## config.mk

```make
export PLATFORM = sky130hd
export DESIGN_NAME = utf8_to_utf32_decoder
export DESIGN_NICKNAME = d
export VERILOG_FILES = /design/src/sv/utf8d_pkg.sv /design/src/sv/utf8_to_utf32_decoder.sv /design/src/sv/utf8d_decode.sv
export SDC_FILE = /design/constraint.sdc
export NUM_CORES = 1
export LEC_CHECK = 0
export ABC_CLOCK_PERIOD_IN_PS = 5100
export BUFFER_PORTS_ARGS = -buffer_cell sky130_fd_sc_hd__buf_2
export CAP_MARGIN = 10
export CORE_MARGIN = 3
export CORE_UTILIZATION = 40
export DETAILED_ROUTE_END_ITERATION = 12
export GPL_TIMING_DRIVEN = 0
export PLACE_DENSITY_LB_ADDON = 0.3
export SYNTH_ARGS = -nofsm -noshare
export SYNTH_HDL_FRONTEND = slang
export SYNTH_SLANG_ARGS = --single-unit
export TNS_END_PERCENT = 5
```

## constraint.sdc

```tcl
create_clock -name i_clk -period 5.1 [get_ports i_clk]
set_input_delay 0.255 -clock i_clk [delete_from_list [all_inputs] [get_ports i_clk]]
set_output_delay 0.255 -clock i_clk [all_outputs]
set_load 0.05 [all_outputs]
```

## src/sv/utf8d_pkg.sv

```systemverilog
package utf8d_pkg;

    localparam longint unsigned MAX_STRING_BYTES = 64'd65536;

    localparam int CP_W  = 21;
    localparam int ST_W  = 3;
    localparam int OFF_W = 16;

    localparam logic [OFF_W-1:0] OFFSET_CAP =
        ((MAX_STRING_BYTES - 64'd1) > 64'd65535) ? 16'hFFFF
                                                 : OFF_W'(MAX_STRING_BYTES - 64'd1);

    localparam logic [CP_W-1:0] MAX_POINT = 21'h10FFFF;

    typedef enum logic [ST_W-1:0] {
        ST_CHAR      = 3'd0,
        ST_END       = 3'd1,
        ST_BAD_LEAD  = 3'd2,
        ST_TRUNC     = 3'd3,
        ST_BAD_TRAIL = 3'd4,
        ST_OVERLONG  = 3'd5,
        ST_BAD_POINT = 3'd6
    } t_status;

    typedef struct packed {
        logic [CP_W-1:0]  code_point;
        t_status          status;
        logic [OFF_W-1:0] stop_offset;
    } t_result;

endpackage

```

## src/sv/utf8_to_utf32_decoder.sv

```systemverilog
// UTF-8 to UTF-32 decoder with validation.
// Input channel: i_valid / o_stall carry one byte of a zero-terminated string
// per item on i_in_byte. Output channel: o_valid / i_stall carry one result:
// o_code_point, o_status (char, string end, or one of five faults) and
// o_stop_offset (byte index where decoding stopped, saturating at 65535).
// A byte is registered on acceptance into the input register and decoded from
// there straight into the output register once the output register is free.
// Lead and middle trail bytes give no result. Throughput is one byte per cycle
// while the receiver does not stall; the sequence state (partial code point,
// trail count, byte index) is updated in one pass per byte.
// When the receiver stalls, the result holds in the output register and the
// next byte waits in the input register; o_stall rises only once both are
// full and the output is stalled.
// After a fault, bytes are dropped without result up to and including the
// terminator. Synchronous active-low reset empties both registers and
// returns the decoder to expecting a lead byte at offset 0.
module utf8_to_utf32_decoder (
    input  logic                        i_clk,
    input  logic                        i_rst_n,
    input  logic                        i_valid,
    output logic                        o_stall,
    input  logic [7:0]                  i_in_byte,
    output logic                        o_valid,
    input  logic                        i_stall,
    output logic [utf8d_pkg::CP_W-1:0]  o_code_point,
    output logic [utf8d_pkg::ST_W-1:0]  o_status,
    output logic [utf8d_pkg::OFF_W-1:0] o_stop_offset
);
    import utf8d_pkg::*;

    logic       r_in_valid;
    logic [7:0] r_in_byte;
    logic       r_out_valid;
    t_result    r_out;

    logic       out_free;
    logic       consume;
    logic       emit;
    t_result    res;

    assign out_free = !r_out_valid || !i_stall;
    assign consume  = r_in_valid && out_free;
    assign o_stall  = r_in_valid && !out_free;

    utf8d_decode u_decode (
        .i_clk   (i_clk),
        .i_rst_n (i_rst_n),
        .i_en    (consume),
        .i_byte  (r_in_byte),
        .o_emit  (emit),
        .o_res   (res)
    );

    always_ff @(posedge i_clk) begin
        if (!i_rst_n) begin
            r_in_valid <= 1'b0;
        end else if (!o_stall) begin
            r_in_valid <= i_valid;
        end
    end

    always_ff @(posedge i_clk) begin
        if (i_valid && !o_stall) begin
            r_in_byte <= i_in_byte;
        end
    end

    always_ff @(posedge i_clk) begin
        if (!i_rst_n) begin
            r_out_valid <= 1'b0;
        end else if (consume && emit) begin
            r_out_valid <= 1'b1;
        end else if (!i_stall) begin
            r_out_valid <= 1'b0;
        end
    end

    always_ff @(posedge i_clk) begin
        if (consume && emit) begin
            r_out <= res;
        end
    end

    assign o_valid       = r_out_valid;
    assign o_code_point  = r_out.code_point;
    assign o_status      = r_out.status;
    assign o_stop_offset = r_out.stop_offset;

endmodule

```

## src/sv/utf8d_decode.sv

```systemverilog
module utf8d_decode (
    input  logic              i_clk,
    input  logic              i_rst_n,
    input  logic              i_en,
    input  logic [7:0]        i_byte,
    output logic              o_emit,
    output utf8d_pkg::t_result o_res
);
    import utf8d_pkg::*;

    logic [CP_W-1:0]  r_accum, n_accum;
    logic [1:0]       r_trail, n_trail;
    logic [2:0]       r_seq, n_seq;
    logic [OFF_W-1:0] r_idx, n_idx;
    logic             r_halt, n_halt;

    logic [OFF_W-1:0] idx_adv;
    logic [CP_W-1:0]  cp_next;
    logic [1:0]       back;
    logic [OFF_W-1:0] lead_off;
    logic             overlong;

    assign idx_adv  = (r_idx < OFFSET_CAP) ? r_idx + 16'd1 : r_idx;
    assign cp_next  = {r_accum[CP_W-7:0], i_byte[5:0]};
    assign back     = 2'(r_seq - 3'd1);
    assign lead_off = (r_idx >= {14'd0, back}) ? r_idx - {14'd0, back} : '0;
    assign overlong = (cp_next <= 21'h00007F && r_seq > 3'd1) ||
                      (cp_next <= 21'h0007FF && r_seq > 3'd2) ||
                      (cp_next <= 21'h00FFFF && r_seq > 3'd3);

    always_comb begin
        n_accum = r_accum;
        n_trail = r_trail;
        n_seq   = r_seq;
        n_idx   = r_idx;
        n_halt  = r_halt;
        o_emit  = 1'b0;
        o_res   = '{code_point: '0, status: ST_CHAR, stop_offset: '0};

        if (r_halt) begin
            if (i_byte == 8'd0) begin
                n_accum = '0;
                n_trail = '0;
                n_seq   = '0;
                n_idx   = '0;
                n_halt  = 1'b0;
            end
        end else if (r_trail == 2'd0) begin
            priority if (i_byte == 8'd0) begin
                o_emit            = 1'b1;
                o_res.status      = ST_END;
                o_res.stop_offset = r_idx;
                n_accum = '0;
                n_trail = '0;
                n_seq   = '0;
                n_idx   = '0;
            end else if (i_byte[7] == 1'b0) begin
                o_emit           = 1'b1;
                o_res.code_point = {13'd0, i_byte};
                n_idx            = idx_adv;
            end else if (i_byte[7:5] == 3'b110) begin
                n_accum = {16'd0, i_byte[4:0]};
                n_seq   = 3'd2;
                n_trail = 2'd1;
                n_idx   = idx_adv;
            end else if (i_byte[7:4] == 4'b1110) begin
                n_accum = {17'd0, i_byte[3:0]};
                n_seq   = 3'd3;
                n_trail = 2'd2;
                n_idx   = idx_adv;
            end else if (i_byte[7:3] == 5'b11110) begin
                n_accum = {18'd0, i_byte[2:0]};
                n_seq   = 3'd4;
                n_trail = 2'd3;
                n_idx   = idx_adv;
            end else begin
                o_emit            = 1'b1;
                o_res.status      = ST_BAD_LEAD;
                o_res.stop_offset = r_idx;
                n_accum = '0;
                n_trail = '0;
                n_seq   = '0;
                n_halt  = 1'b1;
            end
        end else begin
            priority if (i_byte == 8'd0) begin
                o_emit            = 1'b1;
                o_res.status      = ST_TRUNC;
                o_res.stop_offset = r_idx;
                n_accum = '0;
                n_trail = '0;
                n_seq   = '0;
                n_idx   = '0;
            end else if (i_byte[7:6] != 2'b10) begin
                o_emit            = 1'b1;
                o_res.status      = ST_BAD_TRAIL;
                o_res.stop_offset = r_idx;
                n_accum = '0;
                n_trail = '0;
                n_seq   = '0;
                n_halt  = 1'b1;
            end else if (r_trail != 2'd1) begin
                n_accum = cp_next;
                n_trail = r_trail - 2'd1;
                n_idx   = idx_adv;
            end else begin
                o_emit  = 1'b1;
                n_accum = '0;
                n_trail = '0;
                n_seq   = '0;
                priority if (overlong) begin
                    o_res.status      = ST_OVERLONG;
                    o_res.stop_offset = lead_off;
                    n_halt            = 1'b1;
                end else if (cp_next > MAX_POINT) begin
                    o_res.status      = ST_BAD_POINT;
                    o_res.stop_offset = lead_off;
                    n_halt            = 1'b1;
                end else begin
                    o_res.code_point = cp_next;
                    n_idx            = idx_adv;
                end
            end
        end
    end

    always_ff @(posedge i_clk) begin
        if (!i_rst_n) begin
            r_accum <= '0;
            r_trail <= '0;
            r_seq   <= '0;
            r_idx   <= '0;
            r_halt  <= 1'b0;
        end else if (i_en) begin
            r_accum <= n_accum;
            r_trail <= n_trail;
            r_seq   <= n_seq;
            r_idx   <= n_idx;
            r_halt  <= n_halt;
        end
    end

endmodule

```

==> results of run 1 <==
-- final cells by class --
cell class              instances  area [um^2]  share of cell area
flip-flops and latches         87         2220               0.441
multi-input cells             324         2000               0.397
repair buffers                 53          265              0.0527
well taps                     136          170              0.0338
plain buffers                  34          140              0.0278
clock buffers                  10          138              0.0273
inverters                      14         52.6              0.0104
clock inverters                 6         51.3              0.0102
-- stage by stage --
| stage | worst slack, ps | total power [mW] | utilization |
|---|---|---|---|
| final | 1630 | 1.40 | 0.479 |
| after global placement | 1740 | 0.942 | 0.461 |
| after floorplan | 2140 | 0.899 | - |
| after global routing | 1470 | 1.45 | 0.479 |
| after detailed placement | 1680 | 0.944 | 0.461 |
| after CTS | 1650 | 1.41 | 0.479 |
-- state kept, by name (all words and copies together) (netlist names) --
signal,flops
r_in_byte,8
o_valid,1
o_code_point,21
u_decode.r_accum,15
r_in_valid,1
u_decode.r_seq,3
o_status,3
u_decode.r_trail,2
u_decode.r_halt,1
u_decode.r_idx,16
o_stop_offset,16
-- kinds of logic after synthesis --
| family | after synthesis | synth area share |
|---|---|---|
| buffers and inverters | 48 | 0.0437 |
| flip-flops | 87 | 0.504 |
| XOR/XNOR | 2 | 0.00397 |
| multiplexers | 3 | 0.00709 |
| AO/OA/AOI/OAI | 118 | 0.189 |
| adder cells (fa/ha/maj) | 9 | 0.0272 |
| AND/OR/NAND/NOR | 192 | 0.225 |
-- where the power goes --
part           internal, mW  switching, mW
combinational        0.0368          0.122
clock                 0.198          0.274
sequential            0.760        0.00954
total                 0.995          0.405
-- routing by layer --
layer  GRT usage  part of all wire  vias up  wire, um
met4      0.0779             0.024        0       277
met2       0.289              0.44      157      5100
met5           0                 0        -         0
li1            -                 -     1861         -
met1       0.267              0.48     1872      5520
met3      0.0235             0.056       19       648
-- worst paths after layout --
path,to,startpoint
worst max register to register,o_stop_offset[10],u_decode.r_seq[0]
worst max-delay path,o_stop_offset[10],u_decode.r_seq[0]
worst min register to register,u_decode.r_trail[1],u_decode.r_trail[1]
worst min-delay path,r_in_byte[6],i_in_byte[6]
-- critical path: cells and delay by family, from the launching register on --
family / cells / cell delay, ps
simple gates: 5 / 1280
fa+ha+maj: 2 / 760
buf+inv: 3 / 450
flops: 1 / 430
compound gates: 1 / 310
-- placed cells by master (no fill, tap or decap), types with 12 or more instances in the layout --
cell and count:
nand2_1 33, and3_1 19, a22oi_1 13, edfxtp_1 48, a21oi_1 30, nand3_1 15, nor3_1 18, clkbuf_1 28
buf_2 57, inv_1 12, nor2_1 52, dfxtp_1 39
==> summary.md, run 1 <==
| Metric | Value |
|---|---|
| Status | `completed` |
| Initial antenna violation count | `0` |
| CTS buffer count | `9` |
| TritonCTS clock tree | `yes` |
| CP arrival | `between 3000 and 4000 ps` |
| Slew at the pin closest to its max-slew limit | `1090 ps` |
| Async set-reset flop share out of synthesis | `0` |
| Row count | `37` |
| Placed cell count | `roughly 650` |
| Syn nets | `480` |
| Hold Crit Depth | `1` |
| Post-cts repair resize count | `0` |
| Final Cell Area | `5040 um^2` |
| Share of cells above drive strength 1 | `0.157` |
| RSZ-0062 raised after global routing | `no` |
| DR WL/cell | `17.4 um` |
| Class of the most critical setup path | `reg2reg` |
| Startpoint Class | `flip-flop` |
| Cts hold-fix bufs | `0` |
| Post-CTS Setup Bufs | `0` |
| Vias/cell | `5.89` |
| Crit end category | `flip-flop` |
| Port Buf Inserts | `53` |
| Global-route wire length before repair | `18.7 mm` |
| Synthesized instance count | `about 460` |
| Starting Density | `0.420` |
| Slew margin rel. | `0.270` |
| DR pass1 iterations | `5` |
| Pleak | `1.90 nW` |
| Final nets | `544` |
| GPL Wtd Cong | `~0.90` |
| DP Area | `between 4000 and 5000 um^2` |
| Detailed Route Iter0 Violations | `343` |
| Slew Viols, Final | `0` |
| Worst skew pair latency | `370 ps` |
| H-tree levels | `3` |
| Number of flops mapped to enable cells by yosys | `48` |
| Die Y | `111 um` |
| Synth cell types | `63` |
| Maximum root-to-sink buffer count | `2` |
| VDD IR max | `0.000158 V` |
| CTS root buffer | `clkbuf_8` |
| Routed wire length | `11.5 mm` |
| CTS Sinks | `87` |
| Overflow after GRT | `0` |
| Max-cap violations | `0` |
| Synth warn | `0` |
| Clock slew at reported path FFs | `~100 ps` |
| Largest net degree at the start of global routing | `41` |
| Die ar. | `12300 um^2` |
| # fillers | `1005` |
| Fin crit share | `0.681` |
| Post-Layout Cell Count | `about 660` |
| I/O pin cnt | `54` |
| Area delta synth->final | `14.2%` |
| Crit path max fanout | `8` |
| Cell repeated most along the worst path | `inv_1` |
| Core area | `10500 um^2` |
| HP Class | `in2reg` |
| Top FF cell, synth | `edfxtp_1` |
| Synth top area share | `0.327` |
| Flop2flop setup slack | `between 1500 and 2000 ps` |
| Synth Register Bits | `87` |
| Synth area leader | `edfxtp_1` |
| Synth top cells by count | `nor2_1, edfxtp_1, dfxtp_1, nand2_1, a21oi_1` |
| Reg2reg path depth | `11` |
| Vias | `3909` |
| Drc violations | `0` |
| Crit path cell chain | `inv_1 -> ha_1 -> inv_1 -> fa_1 -> or4_1 -> nor2b_1 -> and4b_1 -> nand2b_1 -> clkbuf_1 -> nor2_1 -> a32o_1` |
| Die width | `111 um` |
| Min Hold Slack | `roughly 53 ps` |
| Slowest cell on crit path | `or4_1` |
| Setup Viol. Count Final | `0` |
| Max Clock Skew | `~15 ps` |
| Final setup TNS | `0 ps` |
| CP required | `5230 ps` |
| Post-route ant nets | `0` |
| Post-layout minimum cycle time | `3470 ps` |
| Count leader, synth | `nor2_1` |
| PD cells | `278 nW/um^2` |
| Avg Cell Area, Syn | `9.61 um^2` |
| Tot GR Track Use | `0.188` |
| Post-DP HPWL | `roughly 8.4 mm` |
| Top post-synthesis cells by area | `edfxtp_1, dfxtp_1, nor2_1` |
| Cell Area, Synth | `around 4400 um^2` |
| Max Fclk | `288 MHz` |
| N_diodes | `0` |
| Sequential area share after synthesis | `0.504` |
| Vias in the first global route | `3615` |
| CP peak stage delay | `540 ps` |
| Final hold vios | `0` |
(Power assumes the default switching activity.)
==> run 2: changes to the inputs <==
Settings changed: ABC_CLOCK_PERIOD_IN_PS 5100 to 2800.
Clock period 5.1 ns to 2.8 ns, I/O delays scaled along.
==> summary.md, run 2 (synthesis results as in run 1) <==
| Metric | Value |
|---|---|
| Tot GR Track Use | `0.190 (+0.00298)` |
| Die width | `111 um (unchanged)` |
| Post-Layout Cell Count | `679 (+2.3%)` |
| Starting Density | `0.420 (unchanged)` |
| Fin util | `0.504 (+0.0249)` |
| CP arrival | `3000 ps (-600 ps)` |
| Initial antenna violation count | `0 (unchanged)` |
| Area delta synth->final | `20.1%` |
| CTS Sinks | `87 (unchanged)` |
| Die ar. | `12300 um^2 (unchanged)` |
| Die Y | `111 um (unchanged)` |
| Slew Viols, Final | `0 (unchanged)` |
| Placed cell count | `648 (unchanged)` |
| CP required | `3050 ps (-2180 ps)` |
| Global-route wire length before repair | `19.1 mm (+2.1%)` |
| Post-route ant nets | `0 (unchanged)` |
| Max reg flops | `21 (unchanged)` |
| Worst skew pair latency | `380 ps (about the same)` |
| Slowest cell on crit path | `a2111oi_1` |
| Vias | `3979 (+1.8%)` |
| DP Area | `4860 um^2 (+0.34%)` |
| Drc violations | `0 (unchanged)` |
| Max Clock Skew | `14.2 ps (-0.867 ps)` |
| Setup Viol. Count Final | `0 (unchanged)` |
| Final setup TNS | `0 ps (unchanged)` |
| Max Fclk | `364 MHz (+26%)` |
| PD cells | `484 nW/um^2 (+74%)` |
| Post-DP HPWL | `8.29 mm (-1.4%)` |
| Metal2 WL | `5.39 mm (+5.6%)` |
| Status | `completed` |
| Crit end category | `flip-flop` |
| Class of the most critical setup path | `reg2reg` |
| Max-cap violations | `0 (unchanged)` |
| RSZ-0062 raised after global routing | `yes` |
| GPL Wtd Cong | `0.894 (-0.23%)` |
| Final setup margin | `50.7 ps (-1570 ps)` |
| DRT met1 WL | `5.33 mm (-3.4%)` |
| Final hold vios | `0 (unchanged)` |
| Detailed Route Iter0 Violations | `409 (+19%)` |
| Tot Pwr | `2.56 mW (+83%)` |
| Overflow after GRT | `0 (unchanged)` |
| Core area | `10500 um^2 (unchanged)` |
| Routed wire length | `11.9 mm (+2.7%)` |
| DR WL/cell | `17.5 um (+0.38%)` |
| Fin crit share | `0.982 (+0.301)` |
| Row count | `37 (unchanged)` |
| Final nets | `559 (+2.8%)` |
| Largest net degree at the start of global routing | `41 (unchanged)` |
| Crit path cell chain | `or4_1 -> nor3b_1 -> nand3_1 -> a2111oi_1 -> a21o_1 -> a22o_1` |
| Uppermost layer routed | `met4` |
| Commonest non-fill, non-tap cell in the layout | `buf_2` |
| I/O pin cnt | `54 (unchanged)` |
| HP Class | `in2reg` |
| Crit path max fanout | `5 (-3)` |
| Share of cells above drive strength 1 | `0.221 (+0.0638)` |
| CTS buffer count | `9 (unchanged)` |
| TritonCTS clock tree | `yes` |
| Startpoint Class | `flip-flop` |
| Slew at the pin closest to its max-slew limit | `1100 ps (+16.7 ps)` |
| Vias in the first global route | `3726 (+3.1%)` |
| Final Cell Area | `5300 um^2 (+5.2%)` |
| Slew margin rel. | `0.258 (-0.0112)` |
| Maximum root-to-sink buffer count | `2 (unchanged)` |
| N_diodes | `0 (unchanged)` |
| DR pass1 iterations | `5 (unchanged)` |
| Port Buf Inserts | `53 (unchanged)` |
| Vias/cell | `5.86 (-0.46%)` |
| Post-place setup slack | `-286 ps (-1970 ps)` |
| Post-layout minimum cycle time | `2750 ps (-725 ps)` |
| CP peak stage delay | `720 ps (+180 ps)` |
| # fillers | `1001 (-0.40%)` |
| CTS root buffer | `clkbuf_8` |
| Met3 wire length | `837 um (+29%)` |
| VDD IR max | `0.000212 V (+34%)` |
| H-tree levels | `3 (unchanged)` |
| Pleak | `2.02 nW (+5.9%)` |
| Min Hold Slack | `44.1 ps (-9.34 ps)` |
| Commonest non-fill, non-tap cells in the layout | `buf_2, nor2_1, edfxtp_1` |
| Clock slew at reported path FFs | `100 ps (about the same)` |
## run 2: what timing repair did
item,4_1_cts,5_1_grt
hold buffers,9,0
resized for setup,10,37
setup buffers,4,4
endpoints found under the hold margin,9,0
setup endpoints to repair,24,70
cloned,0,2
pin swaps,4,3
## run 2: cell type report
class / instances / area (um^2) / share of cell area
Sequential cell: 87 / 2230 / 0.421
Multi-Input combinational cell: 324 / 2090 / 0.395
Timing Repair Buffer: 72 / 434 / 0.0820
Tap cell: 136 / 170 / 0.0321
Buffer: 30 / 139 / 0.0262
Clock buffer: 10 / 128 / 0.0241
Inverter: 14 / 55.1 / 0.0104
Clock inverter: 6 / 48.8 / 0.00921
## run 2: worst paths after layout
path / from / endpoint / slack [ps] / cells past startpoint
min reg2reg: u_decode.r_trail[1] / u_decode.r_trail[1] / 500 / 2
max reg2reg: u_decode.r_accum[10] / o_stop_offset[12] / 50 / 6
max: u_decode.r_accum[10] / o_stop_offset[12] / 50 / 6
min: i_stall / o_valid / 40 / 3
## run 2: metal layers
layer	global-route usage	vias to the layer above
li1	-	1896
met1	0.266	1888
met2	0.299	172
met3	0.0267	23
met4	0.0762	0
met5	0	-
## run 2: where the power goes
part	switching, mW	total [mW]	leakage (nW)	internal [mW]
sequential	0.0200	1.40	0.782	1.38
clock	0.507	0.845	0.0925	0.338
combinational	0.228	0.314	1.14	0.0859
total	0.755	2.56	2.02	1.81
## run 2: critical path, delay by kind of cell (launching register included)
family,cells,cell delay (ps)
flip-flops,1,330
AO/OA/AOI/OAI,3,1070
AND/OR/NAND/NOR,3,1220
